==> src/hdl/rgba_alu_pkg.sv <==
package rgba_alu_pkg;

  localparam int CH_W    = 9;    // channel width, Q0.8 plus the 1.0 bit
  localparam int CH_ONE  = 256;  // 1.0 in channel units
  localparam int SC_W    = 16;   // scalar width, signed Q8.8
  localparam int OPX_W   = SC_W + 1;        // second multiplier operand, holds 256 - s
  localparam int PROD_W  = CH_W + 1 + OPX_W; // signed product width
  localparam int FRAC_W  = 8;
  localparam int QBITS   = 8;    // quotient bits produced by the divider
  localparam int REM_W   = SC_W - 1;  // positive divisor and remainder width
  localparam int NLANES  = 4;
  // lane: one setup stage then one stage per quotient bit
  localparam int LANE_LAT = QBITS + 1;
  // start to strobe, including the output register
  localparam int OUT_LAT  = LANE_LAT + 1;

  typedef enum logic [3:0] {
    F_ADD  = 4'd0,
    F_ADDS = 4'd1,
    F_SUB  = 4'd2,
    F_SUBS = 4'd3,
    F_MUL  = 4'd4,
    F_MULS = 4'd5,
    F_DIV  = 4'd6,
    F_DIVS = 4'd7,
    F_LERP = 4'd8,
    F_CMP  = 4'd9
  } func_t;

  typedef struct packed {
    func_t                  func;
    logic [CH_W-1:0]        first_red;
    logic [CH_W-1:0]        first_green;
    logic [CH_W-1:0]        first_blue;
    logic [CH_W-1:0]        first_alpha;
    logic [CH_W-1:0]        second_red;
    logic [CH_W-1:0]        second_green;
    logic [CH_W-1:0]        second_blue;
    logic [CH_W-1:0]        second_alpha;
    logic signed [SC_W-1:0] scalar_operand;
  } in_word_t;

  typedef struct packed {
    logic [CH_W-1:0] out_red;
    logic [CH_W-1:0] out_green;
    logic [CH_W-1:0] out_blue;
    logic [CH_W-1:0] out_alpha;
    logic            colors_equal;
  } out_word_t;

  typedef struct packed {
    func_t                  func;
    logic [CH_W-1:0]        a;
    logic [CH_W-1:0]        b;
    logic signed [SC_W-1:0] s;
  } lane_in_t;

  function automatic logic [CH_W-1:0] clamp_ch(input logic signed [PROD_W-1:0] v);
    if (v < 0) begin
      return '0;
    end else if (v > PROD_W'(CH_ONE)) begin
      return CH_W'(CH_ONE);
    end else begin
      return v[CH_W-1:0];
    end
  endfunction

endpackage

==> src/hdl/rgba_alu_lane.sv <==
module rgba_alu_lane (
  input  logic                          clk,
  input  rgba_alu_pkg::lane_in_t        lane_in,
  output logic [rgba_alu_pkg::CH_W-1:0] lane_res
);
  import rgba_alu_pkg::*;

  // setup stage
  logic signed [CH_W:0]     a_s;
  logic signed [OPX_W-1:0]  a_x, b_x, s_x, mul_x, op_x;
  logic signed [PROD_W-1:0] sum_w;
  logic [CH_W-1:0]          add_nxt, div_fix_nxt;
  logic signed [PROD_W-1:0] prod0_nxt, prod1_nxt;
  logic                     dz, dneg, sat, div_iter_nxt;

  func_t                    func_r;
  logic signed [PROD_W-1:0] prod0_r, prod1_r;
  logic [CH_W-1:0]          add_r, div_fix_r;
  logic                     div_iter_r;
  logic [REM_W-1:0]         rem_r, dvs_r;

  // result of the non-iterating operations, from the setup registers
  logic [CH_W-1:0]          p_cl, q_cl, fixed_res;
  logic [CH_W:0]            lerp_sum;

  // one quotient bit per stage
  logic [REM_W-1:0] st_rem_r  [QBITS];
  logic [REM_W-1:0] st_dvs_r  [QBITS];
  logic [QBITS-1:0] st_q_r    [QBITS];
  logic             st_iter_r [QBITS];
  logic [CH_W-1:0]  st_res_r  [QBITS];

  logic [REM_W-1:0] it_rem  [QBITS];
  logic [REM_W-1:0] it_dvs  [QBITS];
  logic [QBITS-1:0] it_q    [QBITS];
  logic             it_iter [QBITS];
  logic [CH_W-1:0]  it_res  [QBITS];

  always_comb begin
    a_s   = $signed({1'b0, lane_in.a});
    a_x   = OPX_W'(a_s);
    b_x   = $signed({{(OPX_W-CH_W){1'b0}}, lane_in.b});
    s_x   = OPX_W'(lane_in.s);
    case (lane_in.func)
      F_MUL:   mul_x = b_x;
      F_LERP:  mul_x = OPX_W'(CH_ONE) - s_x;
      default: mul_x = s_x;
    endcase
    prod0_nxt = PROD_W'(a_x) * PROD_W'(mul_x);
    prod1_nxt = PROD_W'(b_x) * PROD_W'(s_x);

    op_x  = (lane_in.func inside {F_ADD, F_SUB, F_DIV}) ? b_x : s_x;
    if (lane_in.func inside {F_SUB, F_SUBS}) begin
      sum_w = PROD_W'(a_x) - PROD_W'(op_x);
    end else begin
      sum_w = PROD_W'(a_x) + PROD_W'(op_x);
    end
    add_nxt = clamp_ch(sum_w);

    // divisor is op_x too: b for plain divide, s for divide by scalar
    dz   = (op_x == '0);
    dneg = op_x[OPX_W-1];
    sat  = (a_x >= op_x);  // quotient would reach 1.0 or more
    if (dz) begin
      div_fix_nxt = (lane_in.a == '0) ? '0 : CH_W'(CH_ONE);
    end else if (dneg) begin
      div_fix_nxt = '0;
    end else begin
      div_fix_nxt = CH_W'(CH_ONE);
    end
    div_iter_nxt = (lane_in.func inside {F_DIV, F_DIVS}) && !dz && !dneg && !sat;
  end

  always_ff @(posedge clk) begin
    func_r     <= lane_in.func;
    prod0_r    <= prod0_nxt;
    prod1_r    <= prod1_nxt;
    add_r      <= add_nxt;
    div_fix_r  <= div_fix_nxt;
    div_iter_r <= div_iter_nxt;
    rem_r      <= REM_W'(lane_in.a);
    dvs_r      <= op_x[REM_W-1:0];
  end

  always_comb begin
    p_cl     = clamp_ch(prod0_r >>> FRAC_W);
    q_cl     = clamp_ch(prod1_r >>> FRAC_W);
    lerp_sum = {1'b0, p_cl} + {1'b0, q_cl};
    case (func_r)
      F_ADD, F_ADDS, F_SUB, F_SUBS: fixed_res = add_r;
      F_MUL, F_MULS:                fixed_res = p_cl;
      F_DIV, F_DIVS:                fixed_res = div_fix_r;
      F_LERP: begin
        fixed_res = (lerp_sum > (CH_W+1)'(CH_ONE)) ? CH_W'(CH_ONE) : lerp_sum[CH_W-1:0];
      end
      default:                      fixed_res = '0;
    endcase
  end

  // restoring division, remainder always below the divisor
  for (genvar k = 0; k < QBITS; k++) begin : g_div
    logic [REM_W-1:0] rem_in, dvs_in;
    logic [QBITS-1:0] q_in;
    logic             iter_in;
    logic [CH_W-1:0]  res_in;
    logic [REM_W:0]   two;
    logic             ge;

    if (k == 0) begin : g_first
      assign rem_in  = rem_r;
      assign dvs_in  = dvs_r;
      assign q_in    = '0;
      assign iter_in = div_iter_r;
      assign res_in  = fixed_res;
    end else begin : g_next
      assign rem_in  = st_rem_r[k-1];
      assign dvs_in  = st_dvs_r[k-1];
      assign q_in    = st_q_r[k-1];
      assign iter_in = st_iter_r[k-1];
      assign res_in  = st_res_r[k-1];
    end

    always_comb begin
      two        = {rem_in, 1'b0};
      ge         = (two >= {1'b0, dvs_in});
      it_rem[k]  = ge ? REM_W'(two - {1'b0, dvs_in}) : two[REM_W-1:0];
      it_dvs[k]  = dvs_in;
      it_q[k]    = {q_in[QBITS-2:0], ge};
      it_iter[k] = iter_in;
      it_res[k]  = res_in;
    end

    always_ff @(posedge clk) begin
      st_rem_r[k]  <= it_rem[k];
      st_dvs_r[k]  <= it_dvs[k];
      st_q_r[k]    <= it_q[k];
      st_iter_r[k] <= it_iter[k];
      st_res_r[k]  <= it_res[k];
    end
  end

  assign lane_res = st_iter_r[QBITS-1] ? CH_W'(st_q_r[QBITS-1]) : st_res_r[QBITS-1];

endmodule

==> config.mk <==
export PLATFORM = sky130hd
export DESIGN_NAME = rgba_alu_lane
export DESIGN_NICKNAME = d
export VERILOG_FILES = /design/src/hdl/rgba_alu_pkg.sv /design/src/hdl/rgba_alu_lane.sv
export SDC_FILE = /design/constraint.sdc
export NUM_CORES = 1
export LEC_CHECK = 0
export BUFFER_PORTS_ARGS = -buffer_cell sky130_fd_sc_hd__buf_4
export CAP_MARGIN = 20
export CORE_ASPECT_RATIO = 0.5
export CORE_MARGIN = 5
export CORE_UTILIZATION = 39
export CTS_CLUSTER_DIAMETER = 40
export DETAILED_ROUTE_END_ITERATION = 12
export PLACE_DENSITY = 0.55
export SKIP_LAST_GASP = 1
export SYNTH_ARGS = -nofsm -noshare
export SYNTH_HDL_FRONTEND = slang
export SYNTH_SLANG_ARGS = --single-unit
==> constraint.sdc <==
create_clock -name clk -period 7.2 [get_ports clk]
set_input_delay 0.72 -clock clk [delete_from_list [all_inputs] [get_ports clk]]
set_output_delay 0.72 -clock clk [all_outputs]
set_load 0.05 [all_outputs]
* Yosys cells after proc, flatten, opt, wreduce, memory -nomap -nowiden
Memories as Yosys holds them, arrays and structs flattened.
Cells that the tools add are included.
** Operators by class
- $add $sub $neg :: 12
- $mul :: 2
- $lt $le $gt $ge :: 16
- Equal/unequal tests :: 14
- Multiplexer cells :: 22
- Reduce and logical (&&, ||, !) cells :: 17
** Operator list (count)
- 15-bit two-way mux :: 8
- 16-bit by 15-bit greater-or-equal comparator with 1-bit output :: 7
- 15-bit subtractor :: 7
- 9-bit two-way mux :: 10
- 9-bit one-hot mux with 4 select lines :: 1
- 17-bit one-hot mux with 2 select lines :: 1
- 4-bit by 3-bit == test with 1-bit output, second input constant :: 7
- 27-bit by 10-bit > comparator with 1-bit output, second input constant :: 1
- 27-bit by 1-bit < comparator with 1-bit output, second input constant :: 1
- 10-bit by 17-bit multiplier with 27-bit output :: 1
- 27-bit two-way mux :: 1
- 10-bit by 16-bit multiplier with 26-bit output :: 1
- 19-bit by 10-bit > comparator with 1-bit output, second input constant :: 1
- 19-bit by 1-bit < comparator with 1-bit output, second input constant :: 1
- 10-bit by 17-bit adder with 18-bit output :: 1
- 18-bit by 10-bit > comparator with 1-bit output, second input constant :: 1
- 18-bit by 1-bit < comparator with 1-bit output, second input constant :: 1
- 10-bit by 17-bit subtractor with 18-bit output :: 1
- 10-bit by 17-bit greater-or-equal comparator with 1-bit output :: 1
- 17-bit zero test :: 1
- 17-bit two-way mux :: 1
- 10-bit by 16-bit subtractor with 17-bit output, first input constant :: 1
- 4-bit by 2-bit == test with 1-bit output, second input constant :: 4
- 10-bit by 15-bit greater-or-equal comparator with 1-bit output :: 1
- other kinds (13) :: 22
** Word-level totals
- Register bits :: 100
- Bits in writable memories :: 384
- Input port bits :: 39
- Output and inout port bits :: 9
- Memories kept :: 5
** Memory list
- st_dvs_r :: depth 8, width 15, rd ports 7, clocked after Yosys merged registers in 0, wr ports 8, line rgba_alu_lane.sv:28 : logic [REM_W-1:0] st_dvs_r [QBITS];
- st_rem_r :: depth 8, width 15, rd ports 7, clocked after Yosys merged registers in 0, wr ports 8, line rgba_alu_lane.sv:27 : logic [REM_W-1:0] st_rem_r [QBITS];
- st_res_r :: depth 8, width 9, rd ports 8, clocked after Yosys merged registers in 0, wr ports 8, line rgba_alu_lane.sv:31 : logic [CH_W-1:0] st_res_r [QBITS];
- st_q_r :: depth 8, width 8, rd ports 8, clocked after Yosys merged registers in 0, wr ports 8, line rgba_alu_lane.sv:29 : logic [QBITS-1:0] st_q_r [QBITS];
- st_iter_r :: depth 8, width 1, rd ports 8, clocked after Yosys merged registers in 0, wr ports 8, line rgba_alu_lane.sv:30 : logic st_iter_r [QBITS];

* Depth between registers and ports, before layout
- Word-level depth :: 8
- Depth in mapped cells :: 29
- Mapped depth without buffers :: 28

* Worst setup path after synthesis
Ideal clock, no wire load.
- Kind :: input port to flip-flop
- Start point :: input lane_in[2] (netlist name)
- End point :: register prod0_r[23]
- Setup time :: 0.064 ns
- Data arrival time :: 7.050 ns
- Required time :: 7.136 ns
- Slack :: 0.087 ns
- Stages on the path :: 25
- Buffers on the path :: 0
- Path through :: or3_1 -> or3_1 -> or3_1 -> o21ai_1 -> a21oi_1 -> xnor2_1 -> nor2_1 -> nand2_1 -> fa_1 -> inv_1 -> fa_1 -> fa_1 -> fa_1 -> inv_1 -> fa_1 -> inv_1 -> ha_1 -> and4_1 -> and3_1 -> a2bb2oi_1 -> nand4_1 -> nand2_1 -> o221ai_1 -> or4_1 -> nand4_1
** Between the ends
- Cells in the longest elaborated chain, start to end :: 3
** RTL lines
- from (decl) :: line rgba_alu_lane.sv:3 : input rgba_alu_pkg::lane_in_t lane_in,
- 10-bit by 16-bit subtractor with 17-bit output :: line rgba_alu_lane.sv:46 : F_LERP: mul_x = OPX_W'(CH_ONE) - s_x;
- 17-bit one-hot mux with 2 select lines (*) :: line rgba_alu_lane.sv:44 : case (lane_in.func)
- 10-bit by 17-bit multiplier with 27-bit output (*) :: line rgba_alu_lane.sv:49 : prod0_nxt = PROD_W'(a_x) * PROD_W'(mul_x);
- named net prod0_nxt[23] :: line rgba_alu_lane.sv:13 : logic signed [PROD_W-1:0] prod0_nxt, prod1_nxt;
- to (signal assigned) :: line rgba_alu_lane.sv:76 : prod0_r <= prod0_nxt;
- to (decl) :: line rgba_alu_lane.sv:17 : logic signed [PROD_W-1:0] prod0_r, prod1_r;
Mark *: on every way through the listed nets, which the timed path passes. The rest lies on a longest branch.
A chain may end at the register's enable or synchronous reset.

* Worst setup path in the final report
Ends and elaborated chain as after synthesis.

==> qor.csv <==
stage,metric,value,unit
cts,Clock H-tree levels,2,
cts,CTS tree,built,
setup_path,Top delay family on crit path,adder cells,
route,initial DRC count,1256,
power,power per cell area,414,mW/mm^2
power,Static Leak,0.0148,uW
sta,# setup viols final,0,
global_routing,gr ovfl total,0,
die,Cell Rows,69,
setup_path,worst path cell trace,"buf_4, or3_1, or3_4, or3_1, buf_4, nor3b_1, a221o_1, and2_1, fa_1, fa_1, fa_1, fa_1, inv_1, fa_1, inv_1, ha_1, and4_1, and3_1, a2bb2oi_2, nand4_1, nand2_1, o221ai_1, or4_1, nand4_1",
setup_path,cell at the slowest stage of the critical path,fa_1,
cells_and_area,Final Instance Area,0.0311,mm^2
cts,clock latency on the worst-skew pair,0.58,ns
setup_path,CP Class,input port to register,
flow_run,max_cap viols,0,
setup_path,worst r2r dst,st_res_r[0][1],
cts,Clock Path Buffers,3,
power,NetSw,5290,uW
power,Internal,7560,uW
synthesis,Synth async-reset ratio,0,
die,die area,0.0769,mm^2
setup_path,Buffers & Inverters on Critical Path,4,
synthesis,"Seq/Total Area, Yosys",0.290,
synthesis,yosys warns,0,
cells_and_area,Non-Filler Instances,4075,
cts,Root Buffer,clkbuf_16,
setup_path,crit path launch,lane_in[2],
hold_path,WHS Path Cells,0,
outcome,status,"finished, final reports clean",
setup_path,Reg2Reg Depth,14,
route,DR vias/cell,4.97,
route,DRC viols,0,
cts,Clock transition at path regs,0.07,ns
setup_path,largest fanout on the critical path,3,
sta,fmax,144,MHz
sta,RSZ-0062 raised after global routing,no,
route,Metal-1 WL,29000,um
global_routing,number of global-route vias before repair,21644,
global_routing,antenna violations before repair,1,
power,Sw Share,0.412,
global_routing,pin count of the biggest net entering global routing,26,
synthesis,Post-Synthesis Net Count,3550,
route,via count,20247,
cts,post-cts hold buffer count,0,
hold_path,worst hold endpoint,st_q_r[1][11],
setup_path,CP Data Required Time,7.69,ns
synthesis,syn avg cell area,9.26,um^2
power,Peak supply drop,0.000272,V
die,Top Ports,48,
setup_path,crit path launch type,input port,
setup_path,Worst R2R Setup Slack,3.13,ns
sta,Final Slew Violations,0,
cts,Post-CTS Setup Bufs,0,
cts,CTS Buf Count,42,
route,DRT Wirelength,65400,um
global_routing,global-route wire length before repair,110000,um
setup_path,CP max stage delay,0.54,ns
power,Comb pwr share,0.583,
cells_and_area,"Core Util, Final",0.439,
route,Met2 Routed Length,32100,um
synthesis,Post-synth EDFFs,0,
cts,count of cells resized by post-cts repair,0,
cells_and_area,share of cells above drive strength 1,0.0857,
sta,Slew @ Worst Pin,1.17,ns
place,dpl cell area,0.0296,mm^2
synthesis,Post-Synthesis Cells,2997,
cells_and_area,Nets,3637,
route,Top Metal Used,met4,
sta,Final Hold Fails,0,
place,GP Congestion,0.841,
sta,fin crit period,6.96,ns
route,Pre-Repair DR Iteration Count,5,
die,Die Wd,387,um
power,Seq pwr share,0.238,
place,Port Buf Inserts,47,
sta,worst relative slew slack,0.201,
synthesis,mapped cell area,0.0277,mm^2
cts,clk sinks,402,
global_routing,Total Routing Usage GR,0.175,
place,placed insts,3998,
setup_path,worst r2r src,prod1_r[21],
die,Initial Utilization,0.392,
hold_path,worst hold path type,register to register,
setup_path,worst path arrival time,7.45,ns
route,post-route ant nets,0,
die,Die Y,199,um
setup_path,CP Capture Type,register,
power,clock share of power,0.180,
synthesis,Yosys reg bits,402,
route,WL/cell,16.0,um
setup_path,"most used cell, CP",fa_1,
place,HPWL after DPL,50500,um
die,core area,0.0707,mm^2
sta,Clock Skews,0.0277,ns
cells_and_area,synth-to-layout area growth,11.9,%
synthesis,Yosys cell types,84,
hold_path,Hold Crit Start,st_q_r[1][2],
sta,final worst-path cycle share,0.967,
route,met3 routed WL,3040,um
synthesis,ys flop type,dfxtp_1,
cell families after synthesis:
group                    Yosys count  synth area share
buffers and inverters            564            0.0766
XOR/XNOR                         122            0.0385
AO/OA/AOI/OAI                    497             0.118
AND/OR/NAND/NOR                  839             0.152
adder cells (fa/ha/maj)          514             0.302
multiplexers                      59            0.0233
flip-flops                       402             0.290
state kept, by name, summed over array words and instances (netlist names):
register and flops:
add_r 9, div_fix_r 1, div_iter_r 1, dvs_r 15, func_r 4, g_div.rem_in 9
prod0_r 19, prod1_r 18, st_dvs_r 105, st_iter_r 8, st_q_r 36, st_rem_r 105
st_res_r 72
worst register-to-register path, stage by stage (launching register included):
cell and delay, ns:
dfxtp_1 0.30, nor4_1 0.34, nand2_1 0.27, a211oi_1 0.60, nand2_1 0.21, inv_1 0.09
ha_1 0.22, a21o_1 0.18, a21oi_1 0.26, o21ai_0 0.12, a211oi_1 0.28, nor2_1 0.11
xor2_1 0.17, o311a_1 0.44, o32ai_1 0.39
worst max-delay path by stage:
| stage | endpoint | cells after the start | slack, ns |
|---|---|---|---|
| detailed placement | prod0_r[23] | 26 | -0.32 |
| floorplan | prod0_r[23] | 25 | 0.09 |
| global route | prod0_r[23] | 24 | 0.004 |
| CTS | prod0_r[23] | 26 | 0.22 |
| global placement | prod0_r[23] | 26 | -0.25 |
| finish | prod0_r[23] | 24 | 0.24 |
power by group through the flow:
stage / Combinational (uW) / Sequential (uW) / Clock [uW]
global placement: 7410 / 3100 / 0
CTS: 7550 / 3050 / 2390
floorplan: 5490 / 2980 / 0
finish: 7490 / 3050 / 2310
global route: 8600 / 3110 / 2490
detailed placement: 7500 / 3100 / 0
cells in the final DEF, fill, tap and decap left out, drive strengths merged, types with 13 or more instances in the layout:
cell | synthesis | layout
a211oi | 20 | 20
a21boi | 16 | 16
a21o | 48 | 48
a21oi | 152 | 152
a221o | 13 | 13
a31oi | 21 | 21
and2 | 173 | 173
and3 | 14 | 14
buf | 7 | 122
clkbuf | 72 | 51
dfxtp | 402 | 402
fa | 259 | 259
ha | 255 | 255
inv | 485 | 496
mux2 | 44 | 44
mux2i | 15 | 15
nand2 | 228 | 228
nand2b | 13 | 13
nand3 | 30 | 30
nand4 | 28 | 28
nor2 | 184 | 184
nor2b | 25 | 25
nor3 | 52 | 52
nor4 | 21 | 21
o211ai | 14 | 14
o21a | 38 | 38
o21ai | 89 | 89
o31ai | 19 | 19
or3 | 19 | 19
xnor2 | 82 | 82
xor2 | 40 | 40
synthesized netlist by cell type (38+ instances only):
cell type	n	area, um^2
xnor2_1	82	718
mux2_2	44	495
dfxtp_1	402	8050
nor2_1	183	687
o21a_1	38	285
ha_1	255	3190
xor2_1	40	350
o21ai_0	85	425
nor3_1	52	260
fa_1	259	5180
inv_1	485	1820
and2_1	173	1080
a21oi_1	151	756
nand2_1	228	856
clkbuf_1	71	267
a21o_1	48	360
layer usage:
layer	vias to the layer above	track usage
met2	354	0.319
met4	0	0.0427
met5	-	0
met1	9828	0.217
met3	97	0.0304
li1	9968	-
cell type report:
cell class | count | area (um^2)
fill | 6875 | 39600
multi-input combinational | 2031 | 17600
sequential | 402 | 8050
inverter | 485 | 1820
tap | 958 | 1200
clock buffer | 51 | 1130
timing repair buffer | 122 | 916
clock inverter | 25 | 352
antenna | 1 | 2.50
through the flow:
stage	hold slack [ns]	total power (uW)	setup TNS, ns	setup WS (ns)
after floorplan	0.310	8470	0	0.0867
after global placement	0.311	10500	-1.28	-0.251
after global routing	0.303	14200	0	0.00430
after CTS	0.306	13000	0	0.217
after detailed placement	0.312	10600	-1.67	-0.316
final	0.321	12900	0	0.240
Note: power is estimated with default switching activity, not from simulation.
